**src/rtl/timed_code_sequence_alarm_defines.svh**
```systemverilog
// Assertion macros used by the timed code sequence alarm core
`ifndef TIMED_CODE_SEQUENCE_ALARM_DEFINES_SVH
`define TIMED_CODE_SEQUENCE_ALARM_DEFINES_SVH

// same-cycle implication, disabled while reset is asserted
`define TCSA_ASSERT_NOW(label, clk, rst_n, ante, cons, msg) \
    label: assert property (@(posedge clk) disable iff (!(rst_n)) (ante) |-> (cons)) \
        else $error(msg);

// next-cycle implication, disabled while reset is asserted
`define TCSA_ASSERT_NEXT(label, clk, rst_n, ante, cons, msg) \
    label: assert property (@(posedge clk) disable iff (!(rst_n)) (ante) |=> (cons)) \
        else $error(msg);

`endif

```
**src/rtl/tcsa_pkg.sv**
```systemverilog
// Types and constants of the timed code sequence alarm
package tcsa_pkg;

    localparam int unsigned CFG_IDX_W  = 2;
    localparam int unsigned CFG_DATA_W = 16;
    localparam int unsigned SPACING_W  = 8;
    localparam int unsigned ALARM_W    = 16;
    localparam int unsigned PATTERN_W  = 8;
    localparam int unsigned ALARM_CNT_W = ALARM_W + 1;

    localparam logic [CFG_IDX_W-1:0] CFG_IDX_BIT_SPACING  = 2'd0;
    localparam logic [CFG_IDX_W-1:0] CFG_IDX_ALARM_LENGTH = 2'd1;
    localparam logic [CFG_IDX_W-1:0] CFG_IDX_CODE_PATTERN = 2'd2;

    localparam logic [SPACING_W-1:0] RST_BIT_SPACING  = 8'd50;
    localparam logic [ALARM_W-1:0]   RST_ALARM_LENGTH = 16'd5000;
    localparam logic [PATTERN_W-1:0] RST_CODE_PATTERN = 8'd203;

    typedef enum logic [1:0] {
        PH_SAMPLE  = 2'd0,
        PH_CONFIRM = 2'd1,
        PH_WAIT    = 2'd2,
        PH_ALARM   = 2'd3
    } t_phase;

    typedef struct packed {
        logic [SPACING_W-1:0] bit_spacing;
        logic [ALARM_W-1:0]   alarm_length;
        logic [PATTERN_W-1:0] code_pattern;
    } t_cfg;

    typedef struct packed {
        logic tone;
        logic alarm_on;
        logic led;
    } t_result;

endpackage

```
**src/rtl/tcsa_core.sv**
```systemverilog
// Per-tick sequence matcher and alarm timer of the timed code sequence alarm
`include "timed_code_sequence_alarm_defines.svh"

module tcsa_core #(
    parameter int unsigned CODE_BITS = 8
) (
    input  logic             i_clk,
    input  logic             i_rst_n,
    input  logic             i_step,
    input  logic             i_level,
    input  tcsa_pkg::t_cfg   i_cfg,
    output tcsa_pkg::t_result o_result
);

    localparam int unsigned IDX_W = (CODE_BITS > 1) ? $clog2(CODE_BITS) : 1;
    localparam logic [IDX_W-1:0] LAST_IDX = IDX_W'(CODE_BITS - 1);

    tcsa_pkg::t_phase                        r_phase, n_phase;
    logic [IDX_W-1:0]                        r_bit_idx, n_bit_idx;
    logic [tcsa_pkg::SPACING_W-1:0]          r_wait_cnt, n_wait_cnt;
    logic [tcsa_pkg::ALARM_CNT_W-1:0]        r_alarm_cnt, n_alarm_cnt;
    logic                                    r_led, n_led;

    logic [CODE_BITS-1:0]                    window;
    logic [IDX_W-1:0]                        pos;
    logic                                    match;
    logic                                    is_last;
    logic [tcsa_pkg::ALARM_CNT_W-1:0]        alarm_start;
    logic                                    alarm_out;
    logic                                    tone_out;

    assign window      = CODE_BITS'(i_cfg.code_pattern);
    assign pos         = LAST_IDX - r_bit_idx;
    assign match       = (i_level == window[pos]);
    assign is_last     = (r_bit_idx == LAST_IDX);
    assign alarm_start = {1'b0, i_cfg.alarm_length | tcsa_pkg::ALARM_W'(1)}
                         + tcsa_pkg::ALARM_CNT_W'(1);

    always_comb begin
        n_phase = r_phase;
        unique case (r_phase)
            tcsa_pkg::PH_SAMPLE: begin
                if (match) begin
                    n_phase = tcsa_pkg::PH_CONFIRM;
                end
            end
            tcsa_pkg::PH_CONFIRM: begin
                priority if (!match) begin
                    n_phase = tcsa_pkg::PH_SAMPLE;
                end else if (is_last) begin
                    n_phase = tcsa_pkg::PH_ALARM;
                end else if (i_cfg.bit_spacing == '0) begin
                    n_phase = tcsa_pkg::PH_SAMPLE;
                end else begin
                    n_phase = tcsa_pkg::PH_WAIT;
                end
            end
            tcsa_pkg::PH_WAIT: begin
                if (r_wait_cnt <= tcsa_pkg::SPACING_W'(1)) begin
                    n_phase = tcsa_pkg::PH_SAMPLE;
                end
            end
            tcsa_pkg::PH_ALARM: begin
                if (r_alarm_cnt <= tcsa_pkg::ALARM_CNT_W'(1)) begin
                    n_phase = tcsa_pkg::PH_SAMPLE;
                end
            end
            default: n_phase = tcsa_pkg::PH_SAMPLE;
        endcase
    end

    always_comb begin
        n_bit_idx   = r_bit_idx;
        n_wait_cnt  = r_wait_cnt;
        n_alarm_cnt = r_alarm_cnt;
        n_led       = r_led;
        alarm_out   = 1'b0;
        tone_out    = 1'b0;
        unique case (r_phase)
            tcsa_pkg::PH_SAMPLE: begin
                if (match) begin
                    n_led = i_level;
                end else begin
                    n_bit_idx = '0;
                end
            end
            tcsa_pkg::PH_CONFIRM: begin
                priority if (!match) begin
                    n_bit_idx = '0;
                end else if (is_last) begin
                    n_bit_idx   = '0;
                    alarm_out   = 1'b1;
                    tone_out    = ~alarm_start[0];
                    n_alarm_cnt = alarm_start - tcsa_pkg::ALARM_CNT_W'(1);
                end else begin
                    n_bit_idx = r_bit_idx + IDX_W'(1);
                    if (i_cfg.bit_spacing != '0) begin
                        n_wait_cnt = i_cfg.bit_spacing;
                    end
                end
            end
            tcsa_pkg::PH_WAIT: begin
                if (r_wait_cnt != '0) begin
                    n_wait_cnt = r_wait_cnt - tcsa_pkg::SPACING_W'(1);
                end
            end
            tcsa_pkg::PH_ALARM: begin
                if (r_alarm_cnt != '0) begin
                    alarm_out   = 1'b1;
                    tone_out    = ~r_alarm_cnt[0];
                    n_alarm_cnt = r_alarm_cnt - tcsa_pkg::ALARM_CNT_W'(1);
                end
            end
            default: n_bit_idx = '0;
        endcase
    end

    assign o_result.led      = n_led;
    assign o_result.alarm_on = alarm_out;
    assign o_result.tone     = tone_out;

    always_ff @(posedge i_clk) begin
        if (!i_rst_n) begin
            r_phase     <= tcsa_pkg::PH_SAMPLE;
            r_bit_idx   <= '0;
            r_wait_cnt  <= '0;
            r_alarm_cnt <= '0;
            r_led       <= 1'b0;
        end else if (i_step) begin
            r_phase     <= n_phase;
            r_bit_idx   <= n_bit_idx;
            r_wait_cnt  <= n_wait_cnt;
            r_alarm_cnt <= n_alarm_cnt;
            r_led       <= n_led;
        end
    end

    `TCSA_ASSERT_NOW(a_tone_in_alarm, i_clk, i_rst_n,
                     o_result.tone, o_result.alarm_on, "tone outside alarm")
    `TCSA_ASSERT_NEXT(a_alarm_first_tick, i_clk, i_rst_n,
                      i_step && (r_phase == tcsa_pkg::PH_CONFIRM)
                      && (n_phase == tcsa_pkg::PH_ALARM),
                      r_alarm_cnt[0] && (r_bit_idx == '0), "alarm start count not odd")
    `TCSA_ASSERT_NOW(a_wait_nonzero, i_clk, i_rst_n,
                     r_phase == tcsa_pkg::PH_WAIT, r_wait_cnt != '0,
                     "wait phase with empty count")
    `TCSA_ASSERT_NOW(a_alarm_nonzero, i_clk, i_rst_n,
                     r_phase == tcsa_pkg::PH_ALARM, r_alarm_cnt != '0,
                     "alarm phase with empty count")

endmodule

```
**src/rtl/timed_code_sequence_alarm.sv**
```systemverilog
// Top level of the timed code sequence alarm: item registers, config registers, core
//
// One input item is one receiver level sample per tick; each item gives exactly one
// result item (led, alarm_on, tone) after that tick's update. The block accepts one
// item every clock cycle while the output side does not stall: an input register
// feeds the combinational state update in the core, whose result lands in an output
// register; a stall on the output side holds the item in the input register. The
// per-tick state update (phase, bit index, wait and alarm counters) is combinational
// and sets that rate. Register writes take effect on the next item; the alarm length
// is captured when an alarm starts.
module timed_code_sequence_alarm #(
    parameter int unsigned CODE_BITS = 8
) (
    input  logic                              i_clk,
    input  logic                              i_rst_n,
    input  logic                              i_s_axis_tvalid,
    output logic                              o_s_axis_tready,
    input  logic [7:0]                        i_s_axis_tdata,  // [0] line_level
    output logic                              o_m_axis_tvalid,
    input  logic                              i_m_axis_tready,
    output logic [7:0]                        o_m_axis_tdata,  // [0] led, [1] alarm_on, [2] tone
    input  logic                              i_cfg_we,
    input  logic [tcsa_pkg::CFG_IDX_W-1:0]    i_cfg_idx,
    input  logic [tcsa_pkg::CFG_DATA_W-1:0]   i_cfg_wdata
);

    logic               r_in_valid;
    logic               r_in_level;
    logic               r_out_valid;
    tcsa_pkg::t_result  r_out;
    tcsa_pkg::t_cfg     r_cfg;
    tcsa_pkg::t_result  core_result;
    logic               step;

    assign step            = r_in_valid && (!r_out_valid || i_m_axis_tready);
    assign o_s_axis_tready = !r_in_valid || step;
    assign o_m_axis_tvalid = r_out_valid;
    assign o_m_axis_tdata  = {5'd0, r_out};

    always_ff @(posedge i_clk) begin
        if (!i_rst_n) begin
            r_cfg.bit_spacing  <= tcsa_pkg::RST_BIT_SPACING;
            r_cfg.alarm_length <= tcsa_pkg::RST_ALARM_LENGTH;
            r_cfg.code_pattern <= tcsa_pkg::RST_CODE_PATTERN;
        end else if (i_cfg_we) begin
            unique case (i_cfg_idx)
                tcsa_pkg::CFG_IDX_BIT_SPACING:
                    r_cfg.bit_spacing <= i_cfg_wdata[tcsa_pkg::SPACING_W-1:0];
                tcsa_pkg::CFG_IDX_ALARM_LENGTH:
                    r_cfg.alarm_length <= i_cfg_wdata[tcsa_pkg::ALARM_W-1:0];
                tcsa_pkg::CFG_IDX_CODE_PATTERN:
                    r_cfg.code_pattern <= i_cfg_wdata[tcsa_pkg::PATTERN_W-1:0];
                default: r_cfg <= r_cfg;
            endcase
        end
    end

    always_ff @(posedge i_clk) begin
        if (!i_rst_n) begin
            r_in_valid  <= 1'b0;
            r_out_valid <= 1'b0;
        end else begin
            if (o_s_axis_tready) begin
                r_in_valid <= i_s_axis_tvalid;
            end
            if (step) begin
                r_out_valid <= 1'b1;
            end else if (i_m_axis_tready) begin
                r_out_valid <= 1'b0;
            end
        end
    end

    always_ff @(posedge i_clk) begin
        if (o_s_axis_tready && i_s_axis_tvalid) begin
            r_in_level <= i_s_axis_tdata[0];
        end
        if (step) begin
            r_out <= core_result;
        end
    end

    tcsa_core #(
        .CODE_BITS (CODE_BITS)
    ) u_core (
        .i_clk    (i_clk),
        .i_rst_n  (i_rst_n),
        .i_step   (step),
        .i_level  (r_in_level),
        .i_cfg    (r_cfg),
        .o_result (core_result)
    );

endmodule

```
**config.mk**
```make
export PLATFORM = sky130hd
export DESIGN_NAME = timed_code_sequence_alarm
export DESIGN_NICKNAME = d
export VERILOG_FILES = /design/src/rtl/tcsa_pkg.sv /design/src/rtl/tcsa_core.sv /design/src/rtl/timed_code_sequence_alarm.sv
export VERILOG_INCLUDE_DIRS = /design/src /design/src/rtl
export SDC_FILE = /design/constraint.sdc
export NUM_CORES = 1
export LEC_CHECK = 0
export ABC_AREA = 0
export BUFFER_PORTS_ARGS = -buffer_cell sky130_fd_sc_hd__clkbuf_2
export CORE_ASPECT_RATIO = 0.7
export CORE_MARGIN = 2
export CORE_UTILIZATION = 50
export CTS_BUF_LIST = sky130_fd_sc_hd__clkbuf_8
export DETAILED_ROUTE_END_ITERATION = 8
export HOLD_SLACK_MARGIN = 0.06
export PLACE_DENSITY = 0.69
export SLEW_MARGIN = 20
export SYNTH_ARGS = -nofsm -noshare
export SYNTH_HDL_FRONTEND = slang
export SYNTH_SLANG_ARGS = --single-unit
```
**constraint.sdc**
```tcl
create_clock -name i_clk -period 3.6 [get_ports i_clk]
set_input_delay 0.72 -clock i_clk [delete_from_list [all_inputs] [get_ports i_clk]]
set_output_delay 0.72 -clock i_clk [all_outputs]
set_load 0.1 [all_outputs]
```
==> Word level (Yosys, flattened, before mapping) <==
Cells that the tools add are included.
{ "op_classes": {"n_reduce_logical": 23, "mux": 34, "magnitude_cmp": 3, "bitwise": 2, "addsub": 6, "eq_ne": 17} }
{ "ops": {"columns": ["operator", "n"], "rows": [
  ["two-way mux 17 bit", 3],
  ["one-hot mux 17 bit (2 select lines)", 1],
  ["subtractor 17 x 1 -> 17 bit (second input constant)", 2],
  ["two-way mux 8 bit", 4],
  ["adder 16 x 1 -> 17 bit (second input constant)", 1],
  ["<= comparator 17 x 1 -> 1 bit (second input constant)", 1],
  ["nonzero test 17 bit", 1],
  ["!= test 2 x 1 -> 1 bit (second input constant)", 8],
  ["one-hot mux 8 bit (2 select lines)", 1],
  ["nonzero test 8 bit", 2],
  ["two-way mux 2 bit", 6],
  ["two-way mux 1 bit", 11],
  ["two-way mux 3 bit", 3],
  ["<= comparator 8 x 1 -> 1 bit (second input constant)", 1],
  ["logical NOT 8 bit", 1],
  ["one-hot mux 2 bit (4 select lines)", 1],
  ["nonzero test 2 bit", 4],
  ["subtractor 8 x 1 -> 8 bit (second input constant)", 1],
  ["== test 2 bit (second input constant)", 3],
  ["one-hot mux 3 bit (2 select lines)", 1],
  ["AND reduction 2 bit", 3],
  ["AND reduction 6 bit", 1],
  ["AND reduction 5 bit", 1],
  ["== test 2 x 1 -> 1 bit (second input constant)", 2],
  ["other kinds (15)", 22]
]} }
{ "word_totals": {"elab_cells": 99, "in_bits": 31, "output_inout_bits": 10, "ff_bits": 69} }

==> Depth between registers and ports, before layout <==
Gate-level depths: netlist of run 1.
{ "logic_depth": {"word_depth": 6, "mapped_depth": 10, "depth_no_buf": 9} }

==> Hierarchy <==
From an unflattened synthesis of run 1, not the netlist that was laid out.
{ "unflattened": {"cells_unflattened": 549, "hier_area_um2": 4435.5} }
{ "by_module_without_submodules": {"columns": ["module", "seq_area_each_um2", "cells_per_inst", "n_inst", "area_each_um2"], "rows": [
  ["tcsa_core", 620.6, 394, 1, 2860.2],
  ["timed_code_sequence_alarm", 800.8, 155, 1, 1575.3]
]} }

==> Worst setup path after synthesis of run 1 <==
Ideal clock, no wire load.
{ "synth_timing": {"path_kind": "register -> register", "start": "register r_cfg[10] (netlist bit)", "end": "register u_core.r_alarm_cnt[13] (netlist bit)", "setup_ns": 0.120, "path_stages_with_launch": 10, "t_arrival_ns": 2.427, "setup_slack_ns": 1.054, "t_required_ns": 3.480, "synth_period_minus_slack_ns": 2.546, "n_path_buf": 1, "cell_sequence": "dfxtp_1 -> ha_1 -> buf_4 -> nand2_1 -> o21ai_4 -> a41oi_2 -> or4_1 -> a32oi_1 -> mux2i_1 -> o31a_1"} }
{ "synth_via": {"elab_chain_len": 5} }
{ "synth_rtl": {"columns": ["item", "line_no", "rtl"], "rows": [
  ["start: declaration", "timed_code_sequence_alarm.sv:31", "tcsa_pkg::t_cfg r_cfg;"],
  ["start signal: assignment", "timed_code_sequence_alarm.sv:53", "default: r_cfg <= r_cfg;"],
  ["adder 16 x 1 -> 17 bit", "tcsa_core.sv:37", "+ tcsa_pkg::ALARM_CNT_W'(1);"],
  ["subtractor 17 x 1 -> 17 bit", "tcsa_core.sv:94", "n_alarm_cnt = alarm_start - tcsa_pkg::ALARM_CNT_W'(1);"],
  ["two-way mux 17 bit", "tcsa_core.sv:90", "end else if (is_last) begin"],
  ["two-way mux 17 bit", "tcsa_core.sv:88", "priority if (!match) begin"],
  ["one-hot mux 17 bit (2 select lines)", "tcsa_core.sv:79", "unique case (r_phase)"],
  ["end signal: assignment", "tcsa_core.sv:133", "r_alarm_cnt <= n_alarm_cnt;"],
  ["end: declaration", "tcsa_core.sv:21", "logic [tcsa_pkg::ALARM_CNT_W-1:0] r_alarm_cnt, n_alarm_cnt;"]
]} }
No other way between the ends. The select of a mux whose other input is x is not followed.
A chain may end at the register's enable or synchronous reset.

==> Worst setup path after layout of run 1 <==
Ends and elaborated chain as after synthesis.

==> flow_metrics.py, run 1 <==
metrics = {
    "layout": {
        "fillers": 823,
        "drive_gt1_share_pct": 13.76,
        "area_growth_pct": 6.145,
        "diodes": 0,
        "stdcell_count": 672,
        "final_area_um2": 4582,
        "fin_nets": 601,
    },
    "grt": {
        "antenna_found_initial": 0,
        "grt_max_degree": 41,
        "gr-total-overflow": 0,
        "grt_use_total_pct": 22.84,
        "grt_pass1_vias": 3282,
        "grt_pass1_wl_mm": 16.57,
    },
    "logic_synthesis": {
        "yosysSeqAreaShare_pct": 32.46,
        "ys.warnings.count": 0,
        "syn-cell-area_um2": 4317,
        "ys_types": 72,
        "synthCells": 553,
        "ys_seq_elements": 68,
        "synth-async-reset-ratio_pct": 0,
        "synth_edf_count": 4,
        "synth_ff_type": "dfxtp_1",
        "synth_area_leader_cell": "dfxtp_1",
        "synth_top_area_share_pct": 29.68,
        "syn_area_per_cell_um2": 7.806,
        "netlist_top_cells_area": "dfxtp_1 (30%), nand2_1 (8.2%), a21oi_1 (5.4%)",
    },
    "routing": {
        "drt_iter0_drc": 262,
        "via_per_inst": 5.866,
        "drt_pass1_iterations": 4,
        "route.detailed.drc": 0,
        "wl_per_cell_um": 15.11,
        "postRouteAntennaNets": 0,
        "drt_wl_total_mm": 10.16,
        "vias": 3942,
    },
    "die": {
        "rows": 28,
        "start_util_pct": 51.34,
        "die_area_um2": 9405,
        "fp.coreArea_um2": 8408,
        "io-pin-count": 41,
        "chipHeight_um": 81.74,
        "die_w_um": 115.1,
    },
    "sta": {
        "max_freq_mhz": 326.9,
        "max_slew_margin_pct": 49.27,
        "finalSetupViolations": 0,
        "clock_skew_ns": 0.01396,
        "slew_violations": 0,
        "period_needed_ns": 3.059,
        "worst_slack_ns": 0.5406,
        "whs_ns": 0.4590,
        "fin_tns_setup_ns": 0,
        "hold_viol": 0,
        "rsz0062_at_grt": "no",
        "worst-slew-pin-transition_ns": 0.7540,
        "fin_crit_sh_pct": 84.98,
    },
    "place": {
        "pre_cts_ws_ns": 0.6035,
        "port_buffers": 28,
        "dpl_cell_area_um2": 4375,
        "place_congestion": 0.8465,
        "hpwlAfterDp_mm": 7.237,
        "dp.cells": 655,
    },
    "hold_path": {
        "hold_path_depth": 2,
        "hp-class": "reg -> reg",
    },
    "clock_network": {
        "post-cts-setup-buffers": 0,
        "clk_pin_slew_worst_paths_ns": 0.09,
        "cts_resized": 0,
        "cts_made_buffers": 9,
        "cts-root-buf": "clkbuf_8",
        "clkLatencyLatePin_ns": 0.37,
        "cts_hold_buf": 0,
        "h-tree-depth": 3,
        "clock_path_buffers": 2,
        "cts_tree": "yes",
        "clkSinkCount": 68,
    },
    "critical_path": {
        "end_kind": "flop",
        "arrival_ns": 3.32,
        "rr_worst_depth": 8,
        "start_kind": "flop",
        "critPathMaxFanout": 11,
        "worstSetupPathType": "reg -> reg",
        "cp.required_ns": 3.86,
    },
    "flow_run": {
        "max_cap_violations": 0,
    },
    "power_and_ir_drop": {
        "peakVddDrop_mv": 0.3214,
        "leakage_nw": 1.697,
        "power_density_nw_per_um2": 362.3,
    },
    "run_status": {
        "status": "complete, no violations",
    },
}
## state kept, by name (all words and copies together), names as in the netlist
register,flops
u_core.r_phase,2
r_cfg,31
r_in_level,1
o_m_axis_tdata,3
u_core.r_wait_cnt,8
r_in_valid,1
u_core.r_led,1
u_core.r_alarm_cnt,17
u_core.r_bit_idx,3
o_m_axis_tvalid,1
## metal layers
layer | routed length (um) | global-route usage [%] | share of wire (%) | vias up
met5 | 0 | 0 | 0 | -
met4 | 142 | 7.952 | 1.4 | 0
met3 | 562 | 5.314 | 5.5 | 13
met2 | 4030 | 30.88 | 40 | 103
met1 | 5421 | 34.88 | 53 | 1819
li1 | - | - | - | 2007
## stage by stage
step | total power, mW | utilization (%)
CTS | 1.673 | 54.40
finish | 1.660 | 54.49
detailed placement | 1.022 | 52.04
floorplan | 0.9864 | -
global route | 1.730 | 54.49
global placement | 1.017 | 52.04
## logic make-up after synthesis
| family | count (synthesis) | share of synthesized area [%] |
|---|---|---|
| and+or+nand+nor | 246 | 27.88 |
| AOI/OAI and AO/OA | 145 | 21.59 |
| DFF | 68 | 32.46 |
| buffers and inverters | 50 | 7.014 |
| xor gates and xnor gates | 19 | 4.029 |
| muxes | 16 | 4.609 |
| adders and majority gates | 8 | 2.319 |
| other | 1 | 0.08687 |
## cells in the mapped netlist (3+ instances only)
cell type	n
and2_1	3
dfxtp_1	64
or2_2	5
inv_1	10
clkbuf_8	6
buf_6	3
or4_1	4
o221a_2	3
o21bai_1	3
nand3b_1	3
or3_1	9
nor2b_1	6
o31ai_1	5
nor2_1	46
nand2b_1	5
ha_1	8
nor4_1	12
o21ai_0	32
a22oi_1	5
nand3_1	20
a21oi_1	47
buf_4	8
nand4_1	6
edfxtp_1	4
a31oi_1	7
xor2_1	6
o22ai_1	3
nand2_1	94
mux2i_1	12
clkbuf_1	20
o21ai_1	3
nor3_1	17
xnor2_1	12
a211oi_1	6
o211ai_1	5
## where the power goes
group	total [mW]	internal (mW)	switching [mW]	leakage [nW]
registers	0.814	0.780	0.0334	0.558
clock network	0.653	0.323	0.329	0.100
logic	0.194	0.0631	0.130	1.04
## layout make-up
type	instances	area, um2	share of cell area [%]
Tap cell	105	131.4	2.867
Inverter	10	37.54	0.8192
Timing Repair Buffer	34	185.2	4.042
Clock buffer	9	123.9	2.703
Multi-Input combinational cell	439	2628	57.35
Clock inverter	7	75.07	1.638
Sequential cell	68	1401	30.58
## path summary, 6_finish.rpt
check / startpoint / end / slack (ns)
min reg2reg: r_cfg[2] / r_cfg[2] / 0.46
max reg2reg: r_cfg[10] / u_core.r_alarm_cnt[13] / 0.54
max: r_cfg[10] / u_core.r_alarm_cnt[13] / 0.54
min: r_cfg[2] / r_cfg[2] / 0.46
## worst max-delay path, cell delays in order, from the launching register on
cell and delay (ns):
dfxtp_1 0.56, ha_1 0.46, nand2_1 0.25, o21ai_4 0.22, a41oi_2 0.20, or4_1 0.55
a32oi_1 0.29, mux2i_1 0.12, o31a_1 0.29
## layout by cell type, fill, tap and decap left out, types with 5 or more instances in the layout
| cell | Yosys | routed |
|---|---|---|
| nand2_1 | 94 | 94 |
| dfxtp_1 | 64 | 64 |
| a21oi_1 | 47 | 47 |
| nor2_1 | 46 | 46 |
| o21ai_0 | 32 | 32 |
| clkbuf_2 | 0 | 28 |
| nand3_1 | 20 | 20 |
| nor3_1 | 17 | 17 |
| nor4_1 | 12 | 12 |
| mux2i_1 | 12 | 12 |
| xnor2_1 | 12 | 12 |
| inv_1 | 10 | 10 |
| or3_1 | 9 | 9 |
| clkbuf_8 | 6 | 9 |
| ha_1 | 8 | 8 |
| a31oi_1 | 7 | 7 |
| nor2b_1 | 6 | 6 |
| xor2_1 | 6 | 6 |
| a211oi_1 | 6 | 6 |
| nand4_1 | 6 | 6 |
| o31ai_1 | 5 | 5 |
| nand2b_1 | 5 | 5 |
| o211ai_1 | 5 | 5 |
| a22oi_1 | 5 | 5 |
| or2_2 | 5 | 5 |
| conb_1 | 1 | 5 |
| buf_4 | 8 | 5 |
No activity file was read; power rests on OpenSTA's default activity.
==> inputs of run 2 (changes only) <==
- PLACE_DENSITY: 0.69 -> 0.72
- clock period: 3.6 -> 2.7 ns (I/O delays scaled with it)
==> run 2 against run 1 <==
  * Critical path depth rose by 1
  * Via count grew 3.9%
  * Die area unchanged
  * Sequential power grew 33%
  * Utilization increased by 2.0 points
  * Highest routed layer unchanged
  * Register-to-register slack worse by 0.43 ns
  * Non-clock buffer count increased by 19
  * Clock skew about the same
  * Hold slack lost 0.098 ns
  * Final cell count grew 2.8%
  * Critical path type unchanged
==> flow_metrics.py, run 2 (synthesis gave the netlist of run 1 again) <==
metrics = {
    "hold_path": {
        "hold_start": "i_s_axis_tdata[0]",
        "hp-class": "in -> reg",
    },
    "layout": {
        "regMostFlops": "r_cfg",
        "area_growth_pct": 10.09,
        "largestRegisters": "r_cfg x31, u_core.r_alarm_cnt x17, u_core.r_wait_cnt x8",
        "final_common_cell": "nand2_1",
        "drive_gt1_share_pct": 16.89,
        "fin_nets": 620,
        "largest_reg_flops": 31,
        "fillers": 790,
        "final_cell_mix": "nand2_1 (94), dfxtp_1 (63), a21oi_1 (47), nor2_1 (46), o21ai_0 (32)",
        "diodes": 0,
    },
    "critical_path": {
        "worstSetupPathType": "reg -> reg",
        "cp.required_ns": 2.95,
        "arrival_ns": 2.84,
        "start_kind": "flop",
        "cp_slowest_stage_delay_ns": 0.52,
        "startpoint": "r_cfg[9]",
        "reg2reg_from": "r_cfg[9]",
        "critPathMaxFanout": 7,
        "path_buf_inv": 1,
        "cp_cell_sequence": "ha_1 > buf_4 > nor3_1 > a22o_2 > o21ai_1 > or4_1 > a32oi_2 > mux2i_1 > o31a_1",
        "end_kind": "flop",
        "slowest_stage": "or4_1",
        "cpLargestDelayFamily": "compound AO/OA/AOI/OAI gates",
    },
    "clock_network": {
        "clock_path_buffers": 2,
        "cts_tree": "yes",
        "cts-root-buf": "clkbuf_8",
        "clkLatencyLatePin_ns": 0.37,
        "clk_pin_slew_worst_paths_ns": 0.09,
        "clkSinkCount": 68,
        "h-tree-depth": 3,
        "cts_made_buffers": 9,
    },
    "power_and_ir_drop": {
        "finalPower_mw": 2.250,
        "combPwrFrac_pct": 12.3,
        "p_sw_share_pct": 30.11,
        "p_clk_share_pct": 39.8,
        "power_density_nw_per_um2": 473.5,
        "leakage_nw": 1.795,
        "internal_power_mw": 1.572,
        "peakVddDrop_mv": 0.3080,
        "switchingPower_mw": 0.6774,
        "seqPwrFrac_pct": 47.9,
    },
    "sta": {
        "slew_violations": 0,
        "rsz0062_at_grt": "yes",
        "finalSetupViolations": 0,
        "period_needed_ns": 2.588,
        "fin_crit_sh_pct": 95.85,
        "max_freq_mhz": 386.4,
        "worst-slew-pin-transition_ns": 0.7054,
        "worst_slack_ns": 0.1121,
        "clock_skew_ns": 0.01377,
        "max_slew_margin_pct": 52.87,
        "hold_viol": 0,
    },
    "grt": {
        "antenna_found_initial": 0,
        "grt_use_total_pct": 23.39,
        "grt_pass1_wl_mm": 17.17,
        "gr-total-overflow": 0,
        "grt_pass1_vias": 3442,
        "grt_max_degree": 41,
    },
    "die": {
        "die_w_um": 115.1,
        "io-pin-count": 41,
        "start_util_pct": 51.34,
        "chipHeight_um": 81.74,
        "fp.coreArea_um2": 8408,
        "rows": 28,
        "die_area_um2": 9405,
    },
    "place": {
        "hpwlAfterDp_mm": 7.600,
        "port_buffers": 28,
        "pre_cts_ws_ns": 0.1312,
        "place_congestion": 0.9304,
    },
    "routing": {
        "vias": 4097,
        "via_per_inst": 5.929,
        "drt_iter0_drc": 298,
        "route.detailed.drc": 0,
        "postRouteAntennaNets": 0,
        "drt_pass1_iterations": 7,
        "drt_wl_total_mm": 10.59,
        "wl_per_cell_um": 15.32,
    },
    "flow_run": {
        "max_cap_violations": 0,
    },
    "run_status": {
        "status": "complete, no violations",
    },
}
-- run 2: cell count changes in the layout (fill, tap and decap cells not counted) --
cell / before / now
a32oi_2: 0 / 1
dfxtp_1: 64 / 63
clkinv_2: 1 / 0
a32oi_1: 2 / 1
buf_4: 5 / 24
dfxtp_2: 0 / 1
clkbuf_4: 1 / 0
clkinv_4: 2 / 1
inv_4: 1 / 0
inv_6: 1 / 4
buf_12: 0 / 1
-- run 2: power by group through the flow --
stage	Sequential (mW)	Clock [mW]	Combinational, mW
3_3_place_gp	1.10	0	0.266
6_report	1.08	0.895	0.276
2_1_floorplan	1.10	0	0.212
3_5_place_dp	1.10	0	0.272
4_1_cts	1.08	0.916	0.273
5_1_grt	1.08	0.957	0.301
-- run 2: worst register-to-register path, delay by kind of cell (launching register included) --
family,cells,cell delay (ns)
compound gates,4,0.87
fa+ha+maj,1,0.27
buf+inv,1,0.19
flops,1,0.33
mux,1,0.11
simple gates,2,0.71
-- run 2: layout make-up --
type                       count  area (um2)  share of cell area, %
tap                          105       131.4                  2.765
sequential                    68        1403                  29.52
multi-input combinational    439        2635                  55.45
clock buffer                   9       123.9                  2.607
clock inverter                 7       81.33                  1.711
inverter                      10       37.54                 0.7899
timing repair buffer          53       340.3                  7.162
-- run 2: worst paths after layout --
kind                                               end  slack [ns]  depth (start not counted)
worst min-delay path                        r_in_level        0.36                          1
worst max-delay path            u_core.r_alarm_cnt[13]        0.11                          9
worst max register to register  u_core.r_alarm_cnt[13]        0.11                          9
worst min register to register                r_cfg[5]        0.46                          2
-- run 2: timing repair --
action | in CTS | in global routing
resized for setup | 0 | 2
setup buffers | 0 | 0
endpoints found under the setup margin | 0 | 2
hold buffers | 0 | 0
-- run 2: through the flow --
stage          util [%]  cells  hold WS [ns]  TNS (ns)  area, um2
2_1_floorplan         -    557        0.4331         0       4332
3_3_place_gp      53.97    675        0.4428         0       4538
3_5_place_dp      53.97    675        0.4472         0       4538
4_1_cts           56.41    691        0.3450         0       4743
5_1_grt           56.52    691        0.3439  -0.05227       4752
6_report          56.52    691        0.3614         0       4752
-- run 2: metal layers --
layer | up-vias | global-route usage (%) | routed length (um)
met5 | - | 0 | 0
met4 | 0 | 6.867 | 132
met3 | 12 | 5.535 | 647
met2 | 136 | 33.29 | 4387
met1 | 1909 | 34.86 | 5417
li1 | 2040 | - | -
